==> src/hw/rtl/qmad_pkg.sv <==
// Package: types, reset values and register map of the quadrature mouse decoder.
package qmad_pkg;

  localparam int unsigned CD_W      = 7;
  localparam int unsigned SPEED_W   = 6;
  localparam int unsigned DEB_W     = 8;
  localparam int unsigned DELTA_W   = 8;
  localparam int unsigned PADDR_W   = 5;
  localparam int unsigned PDATA_W   = 32;

  localparam int unsigned COOLDOWN_CAP_DEF  = 75;
  localparam int unsigned COOLDOWN_STEP_DEF = 3;

  localparam logic [DEB_W-1:0]   DEB_LIMIT_RST  = 8'd12;
  localparam logic [DEB_W-1:0]   DEB_COUNT_RST  = DEB_LIMIT_RST + 8'd1;
  localparam logic [SPEED_W-1:0] MOVE_LOW_RST   = 6'd4;
  localparam logic [SPEED_W-1:0] MOVE_MED_RST   = 6'd8;
  localparam logic [SPEED_W-1:0] MOVE_HIGH_RST  = 6'd16;
  localparam logic [CD_W-1:0]    MED_START_RST  = 7'd8;
  localparam logic [CD_W-1:0]    HIGH_START_RST = 7'd16;

  typedef enum logic [2:0] {
    REG_DEBOUNCE_LIMIT = 3'd0,
    REG_MOVE_LOW       = 3'd1,
    REG_MOVE_MED       = 3'd2,
    REG_MOVE_HIGH      = 3'd3,
    REG_MED_START      = 3'd4,
    REG_HIGH_START     = 3'd5
  } reg_idx_e;

  typedef struct packed {
    logic tick;
    logic x_edge_one;
    logic x_edge_two;
    logic y_edge_one;
    logic y_edge_two;
    logic button_edge;
    logic x_line_a;
    logic x_line_b;
    logic y_line_a;
    logic y_line_b;
    logic button_level;
  } in_item_t;

  typedef struct packed {
    logic                       pressed;
    logic signed [DELTA_W-1:0]  delta_x;
    logic signed [DELTA_W-1:0]  delta_y;
  } out_item_t;

endpackage

==> src/hw/rtl/quadrature_mouse_accel_debounce_core.sv <==
// Top level: quadrature mouse decoder with button debounce and step acceleration.
//
//  channel | dir | handshake             | payload
//  --------+-----+-----------------------+----------------------------------
//  in      | in  | in_valid_i/in_ready_o | in_data_i  (qmad_pkg::in_item_t)
//  out     | out | out_valid_o/out_ready_i | out_data_o (qmad_pkg::out_item_t)
//  cfg     | in  | psel/penable/pwrite   | paddr, pwdata, prdata, pready
//
// One request per cycle when not stalled; an emitted report appears in the cycle
// after acceptance, from the output register. State updates at the accept edge, so
// the next request sees it immediately. A stalled report blocks input only while
// out_ready_i is low. Reset is asynchronous and takes effect at once; no clearing pass.
module quadrature_mouse_accel_debounce_core #(
  parameter int unsigned COOLDOWN_CAP  = qmad_pkg::COOLDOWN_CAP_DEF,
  parameter int unsigned COOLDOWN_STEP = qmad_pkg::COOLDOWN_STEP_DEF
) (
  input  logic                              clk_i,
  input  logic                              rst_ni,
  input  logic                              in_valid_i,
  output logic                              in_ready_o,
  input  qmad_pkg::in_item_t                in_data_i,
  output logic                              out_valid_o,
  input  logic                              out_ready_i,
  output qmad_pkg::out_item_t               out_data_o,
  input  logic                              psel,
  input  logic                              penable,
  input  logic                              pwrite,
  input  logic [qmad_pkg::PADDR_W-1:0]      paddr,
  input  logic [qmad_pkg::PDATA_W-1:0]      pwdata,
  output logic [qmad_pkg::PDATA_W-1:0]      prdata,
  output logic                              pready
);

  localparam int unsigned CdW = qmad_pkg::CD_W;
  localparam logic [CdW:0] CapW  = (CdW+1)'(COOLDOWN_CAP);
  localparam logic [CdW:0] StepW = (CdW+1)'(COOLDOWN_STEP);

  // configuration registers
  logic [qmad_pkg::DEB_W-1:0]   deb_limit_q;
  logic [qmad_pkg::SPEED_W-1:0] move_low_q, move_med_q, move_high_q;
  logic [CdW-1:0]               med_start_q, high_start_q;

  // block state
  logic [qmad_pkg::DEB_W-1:0] deb_cnt_q, deb_cnt_d;
  logic                       btn_q, btn_d;
  logic [CdW-1:0]             cd_x_q, cd_x_d, cd_y_q, cd_y_d;

  logic                 out_valid_q;
  qmad_pkg::out_item_t  out_data_q, out_data_d;

  logic                 in_accept, cfg_wr, emit, changed;
  qmad_pkg::reg_idx_e   reg_idx;
  logic [2:0]           addr_idx;

  assign pready     = 1'b1;
  assign addr_idx   = paddr[4:2];
  assign cfg_wr     = psel && penable && pwrite;
  assign in_ready_o = !out_valid_q || out_ready_i;
  assign in_accept  = in_valid_i && in_ready_o;
  assign out_valid_o = out_valid_q;
  assign out_data_o  = out_data_q;

  always_comb begin
    reg_idx = qmad_pkg::reg_idx_e'(addr_idx);
    prdata  = '0;
    unique case (addr_idx)
      qmad_pkg::REG_DEBOUNCE_LIMIT: prdata = {24'd0, deb_limit_q};
      qmad_pkg::REG_MOVE_LOW:       prdata = {26'd0, move_low_q};
      qmad_pkg::REG_MOVE_MED:       prdata = {26'd0, move_med_q};
      qmad_pkg::REG_MOVE_HIGH:      prdata = {26'd0, move_high_q};
      qmad_pkg::REG_MED_START:      prdata = {25'd0, med_start_q};
      qmad_pkg::REG_HIGH_START:     prdata = {25'd0, high_start_q};
      default:                      prdata = '0;
    endcase
  end

  always_ff @(posedge clk_i or negedge rst_ni) begin
    if (!rst_ni) begin
      deb_limit_q  <= qmad_pkg::DEB_LIMIT_RST;
      move_low_q   <= qmad_pkg::MOVE_LOW_RST;
      move_med_q   <= qmad_pkg::MOVE_MED_RST;
      move_high_q  <= qmad_pkg::MOVE_HIGH_RST;
      med_start_q  <= qmad_pkg::MED_START_RST;
      high_start_q <= qmad_pkg::HIGH_START_RST;
    end else if (cfg_wr) begin
      unique case (reg_idx)
        qmad_pkg::REG_DEBOUNCE_LIMIT: deb_limit_q  <= pwdata[7:0];
        qmad_pkg::REG_MOVE_LOW:       move_low_q   <= pwdata[5:0];
        qmad_pkg::REG_MOVE_MED:       move_med_q   <= pwdata[5:0];
        qmad_pkg::REG_MOVE_HIGH:      move_high_q  <= pwdata[5:0];
        qmad_pkg::REG_MED_START:      med_start_q  <= pwdata[6:0];
        qmad_pkg::REG_HIGH_START:     high_start_q <= pwdata[6:0];
        default: ;
      endcase
    end
  end

  // per-request datapath
  logic [qmad_pkg::DEB_W-1:0]   cnt_inc;
  logic [CdW-1:0]               cdx_dec, cdy_dec;
  logic [qmad_pkg::SPEED_W-1:0] sx, sy;
  logic                         x_move, y_move, x_pos, y_pos;
  logic [CdW:0]                 cdx_sum, cdy_sum;
  logic signed [qmad_pkg::DELTA_W-1:0] dx, dy;

  always_comb begin
    cnt_inc   = deb_cnt_q + 8'd1;
    deb_cnt_d = deb_cnt_q;
    btn_d     = btn_q;
    changed   = 1'b0;
    cdx_dec   = cd_x_q;
    cdy_dec   = cd_y_q;
    if (in_data_i.tick) begin
      if (deb_cnt_q < deb_limit_q) begin
        deb_cnt_d = cnt_inc;
        if (cnt_inc == deb_limit_q) begin
          changed = 1'b1;
          btn_d   = !in_data_i.button_level;
        end
      end
      if (cd_x_q != '0) cdx_dec = cd_x_q - 1'b1;
      if (cd_y_q != '0) cdy_dec = cd_y_q - 1'b1;
    end
    if (in_data_i.button_edge) deb_cnt_d = '0;

    priority if (cdx_dec >= high_start_q) sx = move_high_q;
    else if (cdx_dec >= med_start_q)      sx = move_med_q;
    else                                  sx = move_low_q;
    priority if (cdy_dec >= high_start_q) sy = move_high_q;
    else if (cdy_dec >= med_start_q)      sy = move_med_q;
    else                                  sy = move_low_q;

    // opposite edges on one axis cancel
    x_move = (in_data_i.x_edge_one ^ in_data_i.x_edge_two) && (sx != '0);
    y_move = (in_data_i.y_edge_one ^ in_data_i.y_edge_two) && (sy != '0);
    x_pos  = in_data_i.x_edge_one ? (in_data_i.x_line_a ^ in_data_i.x_line_b)
                                  : !(in_data_i.x_line_a ^ in_data_i.x_line_b);
    y_pos  = in_data_i.y_edge_two ? (in_data_i.y_line_a ^ in_data_i.y_line_b)
                                  : !(in_data_i.y_line_a ^ in_data_i.y_line_b);
    dx = '0;
    dy = '0;
    if (x_move) dx = x_pos ? $signed({2'b00, sx}) : -$signed({2'b00, sx});
    if (y_move) dy = y_pos ? $signed({2'b00, sy}) : -$signed({2'b00, sy});

    emit    = x_move || y_move || changed;
    cdx_sum = {1'b0, cdx_dec} + StepW;
    cdy_sum = {1'b0, cdy_dec} + StepW;
    cd_x_d  = (x_move && cdx_sum < CapW) ? cdx_sum[CdW-1:0] : cdx_dec;
    cd_y_d  = (y_move && cdy_sum < CapW) ? cdy_sum[CdW-1:0] : cdy_dec;

    out_data_d.pressed = btn_d;
    out_data_d.delta_x = dx;
    out_data_d.delta_y = dy;
  end

  always_ff @(posedge clk_i or negedge rst_ni) begin
    if (!rst_ni) begin
      deb_cnt_q   <= qmad_pkg::DEB_COUNT_RST;
      btn_q       <= 1'b0;
      cd_x_q      <= '0;
      cd_y_q      <= '0;
      out_valid_q <= 1'b0;
    end else begin
      if (in_accept) begin
        deb_cnt_q <= deb_cnt_d;
        btn_q     <= btn_d;
        cd_x_q    <= cd_x_d;
        cd_y_q    <= cd_y_d;
      end
      if (in_accept) begin
        out_valid_q <= emit;
      end else if (out_ready_i) begin
        out_valid_q <= 1'b0;
      end
    end
  end

  always_ff @(posedge clk_i) begin
    if (in_accept && emit) out_data_q <= out_data_d;
  end

  a_cd_below_cap: assert property (@(posedge clk_i) disable iff (!rst_ni)
    ({1'b0, cd_x_q} < CapW) && ({1'b0, cd_y_q} < CapW))
    else $error("cooldown reached cap");

  a_edge_clears: assert property (@(posedge clk_i) disable iff (!rst_ni)
    in_accept && in_data_i.button_edge |=> deb_cnt_q == '0)
    else $error("button edge did not clear debounce counter");

  a_report_source: assert property (@(posedge clk_i) disable iff (!rst_ni)
    out_valid_q && !$past(out_valid_q) |-> $past(in_accept))
    else $error("report without request");

  a_idle_request: assert property (@(posedge clk_i) disable iff (!rst_ni)
    in_accept && !in_data_i.tick && !in_data_i.button_edge
      && !in_data_i.x_edge_one && !in_data_i.x_edge_two
      && !in_data_i.y_edge_one && !in_data_i.y_edge_two
    |=> $stable(cd_x_q) && $stable(cd_y_q) && $stable(deb_cnt_q) && !out_valid_q)
    else $error("quiet request changed state");

endmodule

==> config.mk <==
export PLATFORM = sky130hd
export DESIGN_NAME = quadrature_mouse_accel_debounce_core
export DESIGN_NICKNAME = d
export VERILOG_FILES = /design/src/hw/rtl/qmad_pkg.sv /design/src/hw/rtl/quadrature_mouse_accel_debounce_core.sv
export SDC_FILE = /design/constraint.sdc
export NUM_CORES = 1
export LEC_CHECK = 0
export BUFFER_PORTS_ARGS = -buffer_cell sky130_fd_sc_hd__buf_2
export CORE_ASPECT_RATIO = 0.6
export CORE_MARGIN = 10
export CORE_UTILIZATION = 45
export CTS_CLUSTER_DIAMETER = 100
export DETAILED_ROUTE_END_ITERATION = 10
export HOLD_SLACK_MARGIN = 0.08
export PLACE_DENSITY_LB_ADDON = 0.12
export SLEW_MARGIN = 5
export SYNTH_ARGS = -nofsm -noshare
export SYNTH_HDL_FRONTEND = slang
export SYNTH_SLANG_ARGS = --single-unit
==> constraint.sdc <==
create_clock -name clk_i -period 6.3 [get_ports clk_i]
set_clock_uncertainty 0.1 [all_clocks]
set_input_delay 1.26 -clock clk_i [delete_from_list [all_inputs] [get_ports clk_i]]
set_output_delay 1.26 -clock clk_i [all_outputs]
set_load 0.01 [all_outputs]
==> tab_implementation.tex <==
\begin{tabular}{lr}
\hline
Metric & Value \\
\hline
\multicolumn{2}{l}{\textbf{Logic synthesis}} \\
Flip-flop and latch count after synthesis & 81 \\
Dominant cell by count in the synthesized netlist & sky130\_fd\_sc\_hd\_\_nand2\_1 \\
Share of the yosys chip area belonging to registers & 0.336 \\
Top cells by instance count after synthesis & sky130\_fd\_sc\_hd\_\_nand2\_1 (63), sky130\_fd\_sc\_hd\_\_nor2\_1 (56), sky130\_fd\_sc\_hd\_\_dfrtp\_1 (54) \\
Share of the synthesized area in the top cell type & 0.214 \\
Leading register cell type out of synthesis & sky130\_fd\_sc\_hd\_\_dfrtp\_1 \\
Library cell occupying the most area in the post-synthesis netlist & sky130\_fd\_sc\_hd\_\_dfrtp\_1 \\
Async set-or-reset flop fraction in the synthesized netlist & 0.790 \\
Gate count of the mapped netlist & slightly below 700 \\
Synth Warn \# & 0 \\
Biggest area contributors in the synthesized netlist & sky130\_fd\_sc\_hd\_\_dfrtp\_1 (21\%), sky130\_fd\_sc\_hd\_\_ha\_1 (9.3\%), sky130\_fd\_sc\_hd\_\_edfxtp\_1 (8.1\%) \\
Count of different cell masters after synthesis & between 70 and 80 \\
Count of flip-flops with a built-in enable after synthesis & 17 \\
Mean instance size in the synthesized netlist & approximately 9.1 um\^{}2 \\
Cell area after technology mapping & approximately 6300 um\^{}2 \\
\multicolumn{2}{l}{\textbf{Floorplanning}} \\
Die X-Extent & $\sim$170 um \\
I/O pin total & around 110 \\
Chip height & between 100 and 150 um \\
Number of cell rows & 33 \\
Area inside the core boundary & around 14,000 um\^{}2 \\
Effective utilization at floorplan & 0.461 \\
Overall die area & just under 20,000 um\^{}2 \\
\multicolumn{2}{l}{\textbf{Detailed routing}} \\
Antenna Violating Nets Remaining & 0 \\
DRC errors left & 0 \\
Detailed-router iteration count before antenna repair & 5 \\
Total wirelength of the detailed-routed design & about 17,000 um \\
Total number of vias & between 5,000 and 6,000 \\
Iteration-0 DRC Markers & $\sim$430 \\
Drt wl/cell & around 18 um \\
Via count normalized by instance count & 5.59 \\
\multicolumn{2}{l}{\textbf{Worst setup path}} \\
Arrival @ worst endpoint & roughly 6000 ps \\
Maximum fanout along the worst path & 11 \\
WP data required & approximately 6500 ps \\
Worst Path Class, Setup & reg -> reg \\
Critical path launch point type & flop \\
Kind of end point of the critical path & flop \\
\multicolumn{2}{l}{\textbf{Pwr}} \\
Leakage power figure & $\sim$3.2 nW \\
Power per cell area & approximately 480 nW/um\^{}2 \\
Worst vdd ir & between 0.00015 and 0.0002 V \\
\multicolumn{2}{l}{\textbf{Placed design}} \\
Worst slack at placement & around 220 ps \\
Last weighted congestion value of the routability-driven placer & just under 0.9 \\
Count of buffers from port buffering & 55 \\
HPWL reported at the end of detailed placement & about 14,000 um \\
\multicolumn{2}{l}{\textbf{Finish}} \\
Area of the multi-input gates & roughly 3800 um\^{}2 \\
Layout area overhead & 11.5\% \\
FILL cells & approximately 1,300 \\
Final-stage net count & about 850 \\
Fraction of final layout cells with drive strength greater than 1 & 0.210 \\
Register Area & $\sim$2100 um\^{}2 \\
Antenna fix cells & 0 \\
\multicolumn{2}{l}{\textbf{Clocking}} \\
Count of buffers added by post-CTS timing repair for setup & 0 \\
Clock latency on the worst-skew pair & between 300 and 400 ps \\
\# resized after CTS & 0 \\
Number of buffers on the longest clock path & 2 \\
CTS tree & built \\
H-tree lvl count & 3 \\
Root buffer cell & sky130\_fd\_sc\_hd\_\_clkbuf\_16 \\
TritonCTS buffer count & 9 \\
Total of hold buffers inserted after clock tree synthesis & 0 \\
Number of clock sinks & between 80 and 90 \\
Clock Pin Slew Worst Setup and Hold Paths & roughly 70 ps \\
\multicolumn{2}{l}{\textbf{Worst hold path}} \\
Tightest Hold Check Type & reg -> reg \\
\multicolumn{2}{l}{\textbf{Global routing}} \\
Combined global-route utilization of all metal layers & 0.177 \\
Global-route wire length before repair & about 28,000 um \\
Largest net degree at the start of global routing & 65 \\
Number of antenna violations at the first check in global routing & 0 \\
GRT overflow & 0 \\
Number of global-route vias before repair & 5,114 \\
\multicolumn{2}{l}{\textbf{Timing}} \\
Ratio of final minimum period to clock period & 0.912 \\
Slew margin rel. & 0.275 \\
Total count of max-transition violations in the final report & 0 \\
Unrepaired setup endpoints after global routing & no \\
Setup-failing EPs final & 0 \\
Post-layout min period & around 5700 ps \\
Transition time at the pin with the least slew margin & approximately 1100 ps \\
Min Hold Slack & roughly 400 ps \\
Setup TNS Final & 0 ps \\
Peak clock frequency supported by timing & 174 MHz \\
Final count of hold timing violations & 0 \\
Slack of the critical path & 555 ps \\
\multicolumn{2}{l}{\textbf{Status}} \\
Outcome & finished, final reports clean \\
\multicolumn{2}{l}{\textbf{Job}} \\
Max-cap violation count & 0 \\
\hline
\end{tabular}
## cell families after synthesis
group | share of synthesized area
AOI/OAI and AO/OA | 0.151
buffers and inverters | 0.0703
muxes | 0.108
and+or+nand+nor | 0.182
DFF | 0.336
adders and majority gates | 0.0931
other | 0.00119
xor gates and xnor gates | 0.0569
## area by class of cell
| type | instances | area share |
|---|---|---|
| Timing Repair Buffer | 68 | 0.0530 |
| Multi-Input combinational cell | 546 | 0.545 |
| Clock buffer | 11 | 0.0359 |
| Sequential cell | 81 | 0.302 |
| Clock inverter | 5 | 0.00853 |
| Tap cell | 192 | 0.0341 |
| Inverter | 41 | 0.0219 |
## flip-flops by register name (all words and copies together) (netlist names)
signal	count
move_low_q	6
med_start_q	7
out_valid_o	1
deb_limit_q	8
cd_y_q	7
move_high_q	6
cd_x_q	7
out_data_o	17
btn_q	1
move_med_q	6
high_start_q	7
deb_cnt_q	8
## final timing paths
path | from | end | slack (ps) | cells after the start
min | btn_q | btn_q | 410 | 1
max in group asynchronous | rst_ni | deb_cnt_q[5] | 4530 | 2
max reg2reg | cd_y_q[0] | cd_y_q[2] | 560 | 18
min in group asynchronous | rst_ni | deb_limit_q[0] | 1010 | 2
max | cd_y_q[0] | cd_y_q[2] | 560 | 18
min reg2reg | btn_q | btn_q | 410 | 1
## metal layers
metal / up-vias / GRT usage / part of all wire
li1: 2549 / - / -
met1: 2498 / 0.272 / 0.53
met4: 0 / 0.0297 / 0.0064
met3: 17 / 0.0574 / 0.091
met5: - / 0 / 0
met2: 209 / 0.234 / 0.37
## critical path: stages (launching register included)
cell and delay [ps]:
sky130_fd_sc_hd__dfrtp_1 430, sky130_fd_sc_hd__inv_1 130, sky130_fd_sc_hd__ha_1 220, sky130_fd_sc_hd__or4b_2 650, sky130_fd_sc_hd__o21ai_0 540, sky130_fd_sc_hd__xnor2_1 280, sky130_fd_sc_hd__ha_1 300, sky130_fd_sc_hd__nand2b_1 160
sky130_fd_sc_hd__a211o_1 330, sky130_fd_sc_hd__a211oi_1 260, sky130_fd_sc_hd__buf_4 240, sky130_fd_sc_hd__mux2i_1 340, sky130_fd_sc_hd__ha_1 260, sky130_fd_sc_hd__inv_1 50, sky130_fd_sc_hd__a211o_1 250, sky130_fd_sc_hd__o41a_1 450
sky130_fd_sc_hd__and2_1 290, sky130_fd_sc_hd__a21o_1 210, sky130_fd_sc_hd__a31oi_1 160
## metrics by stage
stage	total power, W	std cells	area (um^2)	utilization
after floorplan	0.00227	716	6400	-
after global placement	0.00273	928	6720	0.491
after CTS	0.00338	944	7040	0.513
final	0.00338	944	7040	0.514
after global routing	0.00368	944	7040	0.514
after detailed placement	0.00279	928	6720	0.491
## where the power goes
part           internal (W)  leakage, nW  switching [W]
Combinational      0.000800         2.08        0.00110
Sequential         0.000740        0.933       0.000179
Clock              0.000332        0.157       0.000230
## placed cells by master (no fill, tap or decap), types with 6 or more instances in the layout
cell type,n
sky130_fd_sc_hd__nand2_1,63
sky130_fd_sc_hd__nor2_1,55
sky130_fd_sc_hd__buf_2,55
sky130_fd_sc_hd__dfrtp_1,54
sky130_fd_sc_hd__o21ai_0,48
sky130_fd_sc_hd__ha_1,47
sky130_fd_sc_hd__mux2_2,43
sky130_fd_sc_hd__inv_1,40
sky130_fd_sc_hd__xnor2_1,29
sky130_fd_sc_hd__conb_1,25
sky130_fd_sc_hd__a21oi_1,22
sky130_fd_sc_hd__mux2i_1,20
sky130_fd_sc_hd__edfxtp_1,17
sky130_fd_sc_hd__nand3_1,16
sky130_fd_sc_hd__nor3_1,13
sky130_fd_sc_hd__buf_4,13
sky130_fd_sc_hd__xor2_1,12
sky130_fd_sc_hd__a22oi_1,10
sky130_fd_sc_hd__dfstp_2,10
sky130_fd_sc_hd__nand2b_1,9
sky130_fd_sc_hd__nand4_1,9
sky130_fd_sc_hd__clkbuf_16,9
sky130_fd_sc_hd__and3_1,7
sky130_fd_sc_hd__a21o_1,7
sky130_fd_sc_hd__a31oi_1,7
sky130_fd_sc_hd__and2_1,7
sky130_fd_sc_hd__nand3b_1,6
sky130_fd_sc_hd__o22ai_1,6
sky130_fd_sc_hd__or3_1,6
No activity file was read; power rests on OpenSTA's default activity.
